## src/hdl/auto_gain_exposure_step_unit_defines.svh

```systemverilog
// ----------------------------------------------------------------------------
// auto_gain_exposure_step_unit_defines
// Assertion macros for the gain and exposure step unit.
// ----------------------------------------------------------------------------
`ifndef AUTO_GAIN_EXPOSURE_STEP_UNIT_DEFINES_SVH
`define AUTO_GAIN_EXPOSURE_STEP_UNIT_DEFINES_SVH

`ifndef SYNTHESIS
`define AGES_ASSERT_IMPLY(lbl, ante, cons) \
  lbl: assert property (@(posedge clk) disable iff (rst) (ante) |-> (cons)) \
    else $error("ages check failed");
`define AGES_ASSERT_NEXT(lbl, ante, cons) \
  lbl: assert property (@(posedge clk) disable iff (rst) (ante) |=> (cons)) \
    else $error("ages check failed");
`else
`define AGES_ASSERT_IMPLY(lbl, ante, cons)
`define AGES_ASSERT_NEXT(lbl, ante, cons)
`endif

`endif

```

## src/hdl/ages_pkg.sv

```systemverilog
// ----------------------------------------------------------------------------
// ages_pkg
// Types and constants shared by the gain and exposure step pipeline.
// ----------------------------------------------------------------------------
package ages_pkg;

  localparam int unsigned InDataW  = 48;
  localparam int unsigned OutDataW = 48;
  localparam int unsigned CfgIdxW  = 3;
  localparam int unsigned CfgDataW = 24;

  localparam logic [7:0]  LEVEL_SETPOINT = 8'd127;
  localparam logic [7:0]  NEAR_BAND     = 8'd31;
  localparam logic [16:0] ONE_Q16       = 17'h10000;
  // mag * 40 > 127 * 65536  <=>  mag > 208076
  localparam logic [23:0] DEAD_MAG_MAX  = 24'd208076;
  localparam logic [23:0] ROUND_BIAS    = 24'd63;
  // floor(2^31 / 127)
  localparam logic [24:0] RECIP_K       = 25'd16909320;
  localparam logic [41:0] SCALE_ROUND   = 42'd32768;

  typedef enum logic [CfgIdxW-1:0] {
    CFG_SPEED    = 3'd0,
    CFG_GAIN_MIN = 3'd1,
    CFG_GAIN_MAX = 3'd2,
    CFG_EXPO_MIN = 3'd3,
    CFG_EXPO_MAX = 3'd4
  } cfg_idx_t;

  typedef enum logic [1:0] {
    CHG_NONE = 2'd0,
    CHG_EXPO = 2'd1,
    CHG_GAIN = 2'd2
  } chg_t;

  typedef struct packed {
    logic [15:0] speed;
    logic [15:0] gain_min;
    logic [15:0] gain_max;
    logic [23:0] exposure_min;
    logic [23:0] exposure_max;
  } cfg_t;

  typedef struct packed {
    logic        up;
    logic [23:0] mag;
    logic [15:0] gain;
    logic [23:0] expo;
  } damp_t;

  typedef struct packed {
    chg_t        chg;
    logic        fpos;
    logic [17:0] fmag;
    logic [23:0] x;
    logic [15:0] gain;
    logic [23:0] expo;
  } factor_t;

  typedef struct packed {
    chg_t        chg;
    logic [15:0] gain;
    logic [23:0] expo;
  } result_t;

endpackage

```

## src/hdl/ages_damp.sv

```systemverilog
// ----------------------------------------------------------------------------
// ages_damp
// Error distance, effective speed and damped error magnitude (two stages).
// ----------------------------------------------------------------------------
module ages_damp import ages_pkg::*; (
  input  logic        clk,
  input  logic        rst,
  input  logic        en,
  input  logic        in_valid,
  input  logic [7:0]  signal_level,
  input  logic [15:0] gain_now,
  input  logic [23:0] exposure_now,
  input  cfg_t        cfg,
  output logic        out_valid,
  output damp_t       out
);

  logic        up_c;
  logic [7:0]  dist_c;
  logic        near_c;
  logic [31:0] sq_full;

  logic        v1;
  logic        up1;
  logic        near1;
  logic [7:0]  dist1;
  logic [15:0] sq1;
  logic [15:0] gain1;
  logic [23:0] expo1;

  logic [15:0] speff;
  logic [16:0] damp;
  logic [24:0] mag_full;

  always_comb begin
    up_c    = signal_level < LEVEL_SETPOINT;
    dist_c  = up_c ? (LEVEL_SETPOINT - signal_level) : (signal_level - LEVEL_SETPOINT);
    near_c  = (signal_level == 8'd0) || (signal_level == 8'hFF) || (dist_c <= NEAR_BAND);
    sq_full = cfg.speed * cfg.speed;
  end

  always_ff @(posedge clk) begin
    if (rst) begin
      v1 <= 1'b0;
    end else if (en) begin
      v1 <= in_valid;
    end
  end

  always_ff @(posedge clk) begin
    if (en) begin
      up1   <= up_c;
      near1 <= near_c;
      dist1 <= dist_c;
      sq1   <= sq_full[31:16];
      gain1 <= gain_now;
      expo1 <= exposure_now;
    end
  end

  always_comb begin
    speff    = near1 ? sq1 : cfg.speed;
    damp     = ONE_Q16 - {1'b0, speff};
    mag_full = damp * dist1;
  end

  always_ff @(posedge clk) begin
    if (rst) begin
      out_valid <= 1'b0;
    end else if (en) begin
      out_valid <= v1;
    end
  end

  always_ff @(posedge clk) begin
    if (en) begin
      out.up   <= up1;
      out.mag  <= mag_full[23:0];
      out.gain <= gain1;
      out.expo <= expo1;
    end
  end

endmodule

```

## src/hdl/ages_factor.sv

```systemverilog
// ----------------------------------------------------------------------------
// ages_factor
// Dead band, rounded division by 127 and gain factor with branch choice.
// ----------------------------------------------------------------------------
module ages_factor import ages_pkg::*; (
  input  logic    clk,
  input  logic    rst,
  input  logic    en,
  input  logic    in_valid,
  input  damp_t   in,
  input  cfg_t    cfg,
  output logic    out_valid,
  output factor_t out
);

  logic [23:0] m_c;

  logic        v3;
  logic        up3;
  logic        live3;
  logic [23:0] m3;
  logic [48:0] prod3;
  logic [15:0] gain3;
  logic [23:0] expo3;

  logic [16:0] q0;
  logic [23:0] q127;
  logic [24:0] rem;
  logic [16:0] q;
  logic        sel_expo;
  logic        fpos_c;
  logic [17:0] fmag_c;
  chg_t        chg_c;

  assign m_c = in.mag + ROUND_BIAS;

  always_ff @(posedge clk) begin
    if (rst) begin
      v3 <= 1'b0;
    end else if (en) begin
      v3 <= in_valid;
    end
  end

  always_ff @(posedge clk) begin
    if (en) begin
      up3   <= in.up;
      live3 <= in.mag > DEAD_MAG_MAX;
      m3    <= m_c;
      prod3 <= m_c * RECIP_K;
      gain3 <= in.gain;
      expo3 <= in.expo;
    end
  end

  always_comb begin
    q0   = prod3[47:31];
    q127 = {q0, 7'd0} - {7'd0, q0};
    rem  = {1'b0, m3} - {1'b0, q127};
    q    = (rem >= 25'd127) ? (q0 + 17'd1) : q0;
    if (up3) begin
      fpos_c = 1'b1;
      fmag_c = {1'b0, ONE_Q16} + {1'b0, q};
    end else begin
      fpos_c = q < ONE_Q16;
      fmag_c = {1'b0, ONE_Q16} - {1'b0, q};
    end
    sel_expo = up3 ? (expo3 < cfg.exposure_max) : !(gain3 > cfg.gain_min);
    if (!live3) begin
      chg_c = CHG_NONE;
    end else if (sel_expo) begin
      chg_c = CHG_EXPO;
    end else begin
      chg_c = CHG_GAIN;
    end
  end

  always_ff @(posedge clk) begin
    if (rst) begin
      out_valid <= 1'b0;
    end else if (en) begin
      out_valid <= v3;
    end
  end

  always_ff @(posedge clk) begin
    if (en) begin
      out.chg  <= chg_c;
      out.fpos <= fpos_c;
      out.fmag <= fmag_c;
      out.x    <= sel_expo ? expo3 : {8'd0, gain3};
      out.gain <= gain3;
      out.expo <= expo3;
    end
  end

endmodule

```

## src/hdl/ages_scale.sv

```systemverilog
// ----------------------------------------------------------------------------
// ages_scale
// Scale the chosen setting by the factor, round, clamp and register the beat.
// ----------------------------------------------------------------------------
module ages_scale import ages_pkg::*; (
  input  logic    clk,
  input  logic    rst,
  input  logic    en,
  input  logic    in_valid,
  input  factor_t in,
  input  cfg_t    cfg,
  output logic    out_valid,
  output result_t out
);

  logic        v5;
  logic [41:0] prod5;
  logic        fpos5;
  chg_t        chg5;
  logic [15:0] gain5;
  logic [23:0] expo5;

  logic [42:0] sum;
  logic [26:0] raw;
  logic [26:0] lo;
  logic [26:0] hi;
  logic [26:0] clamped;

  always_ff @(posedge clk) begin
    if (rst) begin
      v5 <= 1'b0;
    end else if (en) begin
      v5 <= in_valid;
    end
  end

  always_ff @(posedge clk) begin
    if (en) begin
      prod5 <= in.x * in.fmag;
      fpos5 <= in.fpos;
      chg5  <= in.chg;
      gain5 <= in.gain;
      expo5 <= in.expo;
    end
  end

  always_comb begin
    sum = {1'b0, prod5} + {1'b0, SCALE_ROUND};
    raw = fpos5 ? sum[42:16] : 27'd0;
    if (chg5 == CHG_EXPO) begin
      lo = {3'd0, cfg.exposure_min};
      hi = {3'd0, cfg.exposure_max};
    end else begin
      lo = {11'd0, cfg.gain_min};
      hi = {11'd0, cfg.gain_max};
    end
    if (raw < lo) begin
      clamped = lo;
    end else if (raw > hi) begin
      clamped = hi;
    end else begin
      clamped = raw;
    end
  end

  always_ff @(posedge clk) begin
    if (rst) begin
      out_valid <= 1'b0;
    end else if (en) begin
      out_valid <= v5;
    end
  end

  always_ff @(posedge clk) begin
    if (en) begin
      out.chg  <= chg5;
      out.gain <= (chg5 == CHG_GAIN) ? clamped[15:0] : gain5;
      out.expo <= (chg5 == CHG_EXPO) ? clamped[23:0] : expo5;
    end
  end

endmodule

```

## src/hdl/auto_gain_exposure_step_unit.sv

```systemverilog
// ----------------------------------------------------------------------------
// auto_gain_exposure_step_unit
// One automatic gain and exposure control step per beat, six-stage pipeline.
//
//   channel  direction  handshake          payload
//   s_*      in         tvalid / tready    signal level, gain, exposure
//   m_*      out        tvalid / tready    next gain, next exposure, change code
//   cfg_*    in         valid / ready      register index, write data
//
// One beat enters per cycle while the output is not stalled.
// Every stage advances together when the output register is empty or taken.
// A stalled output holds all stages, so nothing is dropped or repeated.
// rst is synchronous and loads the register reset values; cfg_ready is high.
// ----------------------------------------------------------------------------
`include "auto_gain_exposure_step_unit_defines.svh"

module auto_gain_exposure_step_unit import ages_pkg::*; (
  input  logic                clk,
  input  logic                rst,
  input  logic                s_tvalid,
  output logic                s_tready,
  input  logic [InDataW-1:0]  s_tdata,   // signal_level, gain_now, exposure_now
  output logic                m_tvalid,
  input  logic                m_tready,
  output logic [OutDataW-1:0] m_tdata,   // gain_next, exposure_next, changed_setting
  input  logic                cfg_valid,
  output logic                cfg_ready,
  input  logic [CfgIdxW-1:0]  cfg_index,
  input  logic [CfgDataW-1:0] cfg_data
);

  cfg_t    cfg;
  logic    en;
  logic    damp_valid;
  damp_t   damp;
  logic    factor_valid;
  factor_t factor;
  result_t result;

  assign en        = !m_tvalid || m_tready;
  assign s_tready  = en;
  assign cfg_ready = 1'b1;

  always_ff @(posedge clk) begin
    if (rst) begin
      cfg.speed        <= 16'd64881;
      cfg.gain_min     <= 16'd4096;
      cfg.gain_max     <= 16'd43688;
      cfg.exposure_min <= 24'd9472;
      cfg.exposure_max <= 24'd1238784;
    end else if (cfg_valid && cfg_ready) begin
      unique case (cfg_index)
        CFG_SPEED:    cfg.speed        <= cfg_data[15:0];
        CFG_GAIN_MIN: cfg.gain_min     <= cfg_data[15:0];
        CFG_GAIN_MAX: cfg.gain_max     <= cfg_data[15:0];
        CFG_EXPO_MIN: cfg.exposure_min <= cfg_data;
        CFG_EXPO_MAX: cfg.exposure_max <= cfg_data;
        default: ;
      endcase
    end
  end

  ages_damp u_damp (
    .clk          (clk),
    .rst          (rst),
    .en           (en),
    .in_valid     (s_tvalid),
    .signal_level (s_tdata[7:0]),
    .gain_now     (s_tdata[23:8]),
    .exposure_now (s_tdata[47:24]),
    .cfg          (cfg),
    .out_valid    (damp_valid),
    .out          (damp)
  );

  ages_factor u_factor (
    .clk       (clk),
    .rst       (rst),
    .en        (en),
    .in_valid  (damp_valid),
    .in        (damp),
    .cfg       (cfg),
    .out_valid (factor_valid),
    .out       (factor)
  );

  ages_scale u_scale (
    .clk       (clk),
    .rst       (rst),
    .en        (en),
    .in_valid  (factor_valid),
    .in        (factor),
    .cfg       (cfg),
    .out_valid (m_tvalid),
    .out       (result)
  );

  assign m_tdata = {6'd0, result.chg, result.expo, result.gain};

  `AGES_ASSERT_IMPLY(a_code_legal, m_tvalid, m_tdata[41:40] != 2'd3)
  `AGES_ASSERT_IMPLY(a_expo_clamped,
    m_tvalid && (result.chg == CHG_EXPO) && (cfg.exposure_min <= cfg.exposure_max),
    (result.expo >= cfg.exposure_min) && (result.expo <= cfg.exposure_max))
  `AGES_ASSERT_IMPLY(a_gain_clamped,
    m_tvalid && (result.chg == CHG_GAIN) && (cfg.gain_min <= cfg.gain_max),
    (result.gain >= cfg.gain_min) && (result.gain <= cfg.gain_max))
  `AGES_ASSERT_NEXT(a_speed_write,
    !rst && cfg_valid && (cfg_index == CFG_SPEED),
    cfg.speed == $past(cfg_data[15:0]))

endmodule

```

## config.mk

```make
export PLATFORM = sky130hd
export DESIGN_NAME = auto_gain_exposure_step_unit
export DESIGN_NICKNAME = d
export VERILOG_FILES = /design/src/hdl/ages_pkg.sv /design/src/hdl/ages_damp.sv /design/src/hdl/ages_factor.sv /design/src/hdl/ages_scale.sv /design/src/hdl/auto_gain_exposure_step_unit.sv
export VERILOG_INCLUDE_DIRS = /design/src /design/src/hdl
export SDC_FILE = /design/constraint.sdc
export NUM_CORES = 2
export LEC_CHECK = 0
export ABC_CLOCK_PERIOD_IN_PS = 21200
export BUFFER_PORTS_ARGS = -buffer_cell sky130_fd_sc_hd__buf_4
export CORE_ASPECT_RATIO = 0.8
export CORE_MARGIN = 2
export CORE_UTILIZATION = 35
export DETAILED_ROUTE_END_ITERATION = 6
export MAX_ROUTING_LAYER = met4
export SYNTH_ARGS = -nofsm -noshare
export SYNTH_HDL_FRONTEND = slang
export SYNTH_SLANG_ARGS = --single-unit
```

## constraint.sdc

```tcl
create_clock -name clk -period 21.2 [get_ports clk]
set_input_delay 6.36 -clock clk [delete_from_list [all_inputs] [get_ports clk]]
set_output_delay 6.36 -clock clk [all_outputs]
set_load 0.01 [all_outputs]
```

After elaboration in Yosys (flattened, before gate mapping)
Cells that the tools add are included.

Flip-flop bits (word level): 556. Input bits: 80. Output and inout bits: 51. Word-level logic and storage cells: 98.

$add $sub $neg: 10. Multipliers: 4. Order comparisons: 9. Equality and inequality tests: 7. Muxes and demuxes: 14. Reduce and logical (&&, ||, !) cells: 12.

Operators by type and width (count): $mux 24 (5); $mux 16 (3); $mul 24x22->45 const B (1); $add 42x16->43 const B (1); $mul 24x18->42 (1); $mul 16x16->32 (1); $gt 27x24->1 (1); $lt 27x24->1 (1); $mux 27 (1); $ge 25x7->1 const B (1); $sub 24x24->25 (1); $add 24x6->24 const B (1); $gt 24x18->1 const B (1); $lt 24x24->1 (1); $mul 17x8->24 (1); $sub 24x17->24 (1); $add 17x17->18 const A (1); $mux 18 (1); $sub 17x17->18 const A (1); $add 17x1->17 const B (1); $lt 17x17->1 const B (1); $mux 17 (1); $sub 17x16->17 const A (1); $gt 16x16->1 (1); other kinds (18) (26).

Depth between registers and ports, before layout
Depth in word-level cells: 6. Gate-level depth with buffers: 34. Gate-level depth less buffers: 31.

Modules after synthesis
Synthesis repeated with hierarchy kept, for this count alone.

Cell total of the unflattened synthesis: 5214. Area total of the unflattened synthesis: 52803.1 um^2.

Modules (own cells, without submodules): ages_scale (instances 1, cells an instance 2094, area an instance 19762.7 um^2, sequential area each 3403.3 um^2); ages_damp (instances 1, cells an instance 1549, area an instance 16170.5 um^2, sequential area each 3973.8 um^2); ages_factor (instances 1, cells an instance 1197, area an instance 12957.4 um^2, sequential area each 5084.9 um^2); auto_gain_exposure_step_unit (instances 1, cells an instance 374, area an instance 3912.5 um^2, sequential area each 1921.8 um^2).

Worst setup path after synthesis
OpenSTA, ideal clock, no wires.

Kind: input port to output port. From: in m_tready. To: out s_tready. Arrival: 14497 ps. Required time: 14840 ps. Path slack: 343 ps. Stages: 2. Buffers on the path: 0. Cells stage by stage: nor2b_1 inv_1.

Word-level cells in the longest chain between the ends: 1.

RTL lines: from (decl) (line auto_gain_exposure_step_unit.sv:24) `input logic m_tready,`; $logic_or 1x1->1 (line auto_gain_exposure_step_unit.sv:40) `assign en = !m_tvalid || m_tready;`; to (decl) (line auto_gain_exposure_step_unit.sv:21) `output logic s_tready,`.

No other way between the ends.

Worst setup path in the final report
Ends and elaborated chain as after synthesis.

==> summary.json <==
{
  "outcome": "complete, no violations",
  "yosysSeqAreaShare": 0.282,
  "clock_sink_count": 513,
  "height_of_the_die_um": 345,
  "cp-start-kind": "input pin",
  "post-synth-top-area-fraction": 0.242,
  "holdBufCountCts": 0,
  "cts_root_buffer": "clkbuf_16",
  "overflow": 0,
  "critPathMaxStageDelay_ns": 0.52,
  "timing.critical_path.cells": "buf_4 > nor2b_1 > inv_8 > buf_4",
  "worst_ep_required_time_ns": 14.84,
  "ys_seq_elements": 513,
  "post_drt_via_cell_ratio": 5.00,
  "maxCapViolations": 0,
  "synth_edf_count": 411,
  "setup_tns_ns": 0,
  "ys.warnings.count": 0,
  "detailedPlacementHpwl_um": 99700,
  "cts-resized-gates": 0,
  "drive_gt1_frac": 0.0617,
  "pin_count_of_the_biggest_net_entering_global_routing": 93,
  "yosys.area.top_type": "edfxtp_1",
  "cp_slowest_cell": "nor2b_1",
  "overall_via_count_from_detail_route": 35600,
  "placementRows": 125,
  "hold_class": "flop to flop",
  "antenna_found_initial": 5,
  "cts.clk_slew.worst_paths_ns": 0.06,
  "grt_pass1_wl_um": 211000,
  "nNetsFinal": 6376,
  "cts_tree": "yes",
  "reg2reg_from": "u_factor.out[72]",
  "setup_viol": 0,
  "fin_area_um2": 55800,
  "hold-path-cell-count": 0,
  "hold-worst-slack_ns": 0.413,
  "final.setup_skew_ns": 0.0556,
  "max_slew_margin": 0.184,
  "yosys-top-cells-area": "edfxtp_1, fa_1, ha_1",
  "fin_ws_ns": 7.23,
  "post_layout_min_period_ns": 13.97,
  "crit_type": "input pin to primary output",
  "timing.fmax_mhz": 71.6,
  "placeableCoreArea_um2": 145000,
  "area.growth.synth_to_final_pct": 9.45,
  "syn-cell-area_um2": 51000,
  "post-cts-setup-buffers": 0,
  "unrepaired_setup_endpoints_after_global_routing": "false",
  "io-pin-count": 131,
  "die_w_um": 431,
  "hold_path_startpoint": "u_damp.gain1[14]",
  "routabilityCongestion": 0.866,
  "final_max_slew_viol_count": 0,
  "dr.first_iter.drc_count": 2491,
  "r2r_cells": 21,
  "worst-endpoint-arrival_ns": 7.61,
  "finalCritPeriodShare": 0.659,
  "syn_inst": 5151,
  "r2r_end": "u_scale.prod5[41]",
  "final_hold_viol_count": 0,
  "most-common-layout-cells": "inv_1, nand2_1, fa_1, ha_1, edfxtp_1",
  "end_kind": "primary output",
  "synth.avg_cell_area_um2": 9.89,
  "cts_htree_levels": 2,
  "detailedPlace.worstSlack_ns": 7.20,
  "post-route-drc-count": 0,
  "cts_made_buffers": 57,
  "critical-path-top-cell-by-count": "buf_4",
  "layout.cells.most_common": "inv_1",
  "worst_skew_pair.late_latency_ns": 0.71,
  "global_route.usage.total": 0.186,
  "synth_cell_types": 80,
  "most_used_flip_flop_cell_after_synthesis": "edfxtp_1",
  "floorplan.initialDensity": 0.352,
  "detail-route-antenna-nets": 0,
  "avgRoutedWirePerCell_um": 18.5,
  "routed_wl_um": 132000,
  "postSynth.asyncResetShare": 0,
  "drt_pre_antenna_iters": 7,
  "via_count_of_the_first_global_routing_pass": 36500,
  "clockBufferDepth": 3,
  "crit_fanout": 60,
  "dpl-instance-area_um2": 53800,
  "dieArea_um2": 149000,
  "placement.io_buffers": 123,
  "holdPathEnd": "u_damp.out[38]",
  "tightest_slew_ns": 1.22,
  "worst-r2r-setup-slack_ns": 13.03
}
layout make-up:
cell class / instances / area, µm²
inverters: 792 / 2980
flip-flops and latches: 513 / 14400
well taps: 1905 / 2380
fillers: 14300 / 89100
clock inverters: 33 / 395
diodes: 3 / 7.51
clock buffers: 75 / 1530
multi-input cells: 3631 / 32800
repair buffers: 172 / 1290
how the worst max path moves through the flow:
stage,from,end,slack [ns],cells after the start
3_5_place_dp,m_tready,s_tready,7.20,4
6_report,m_tready,s_tready,7.23,4
5_1_grt,m_tready,s_tready,7.14,4
2_1_floorplan,m_tready,s_tready,0.34,2
4_1_cts,m_tready,s_tready,7.21,4
3_3_place_gp,m_tready,s_tready,7.21,4
per-stage QoR:
step	std cells	utilization
floorplan	5156	-
global placement	7013	0.372
detailed placement	7013	0.372
CTS	7121	0.385
global route	7124	0.385
finish	7124	0.385
synth_stat cells, types with 34 or more instances:
| cell | number |
|---|---|
| inv_1 | 790 |
| nand2_1 | 776 |
| fa_1 | 616 |
| ha_1 | 513 |
| edfxtp_1 | 411 |
| and2_1 | 268 |
| nor2_1 | 221 |
| a21oi_1 | 199 |
| clkbuf_1 | 199 |
| xnor2_1 | 125 |
| dfxtp_1 | 102 |
| o21ai_0 | 88 |
| nor3_1 | 72 |
| nand3_1 | 62 |
| o21a_1 | 61 |
| xor2_1 | 60 |
| nor2b_1 | 54 |
| a21o_1 | 50 |
| mux2i_1 | 47 |
| nand4_1 | 35 |
| nand3b_1 | 34 |
| o31ai_1 | 34 |
logic make-up after synthesis:
logic type	share of synthesized area
flip-flops	0.282
multiplexers	0.0156
other	0.000147
AO/OA/AOI/OAI	0.0734
adder cells (fa/ha/maj)	0.368
XOR/XNOR	0.0318
AND/OR/NAND/NOR	0.154
buffers and inverters	0.0753
worst max-delay path, delay by kind of cell:
kind / cells / cell delay, ns
buffers and inverters: 3 / 0.66
AND/OR/NAND/NOR: 1 / 0.52
sequential cells by signal, summed over array words and instances (netlist names), 2 cells and up:
signal and flops:
u_scale.chg5 2, u_damp.expo1 24, u_scale.gain5 16, u_damp.sq1 16
u_factor.prod3 17, u_factor.out 85, u_damp.dist1 8, u_damp.gain1 16
u_factor.m3 24, u_damp.out 65, u_scale.out 42, u_scale.expo5 24
u_factor.expo3 24, cfg 96, u_factor.gain3 16, u_scale.prod5 27
routing by layer:
metal | track usage | wire, µm
met3 | 0.0403 | 10300
met5 | - | 0
met2 | 0.269 | 56200
met4 | 0.0410 | 2820
met1 | 0.265 | 62300
Power is left out: the tool's default activity adds up to more than one toggle a clock period on the data nets, which glitch-free logic cannot reach.
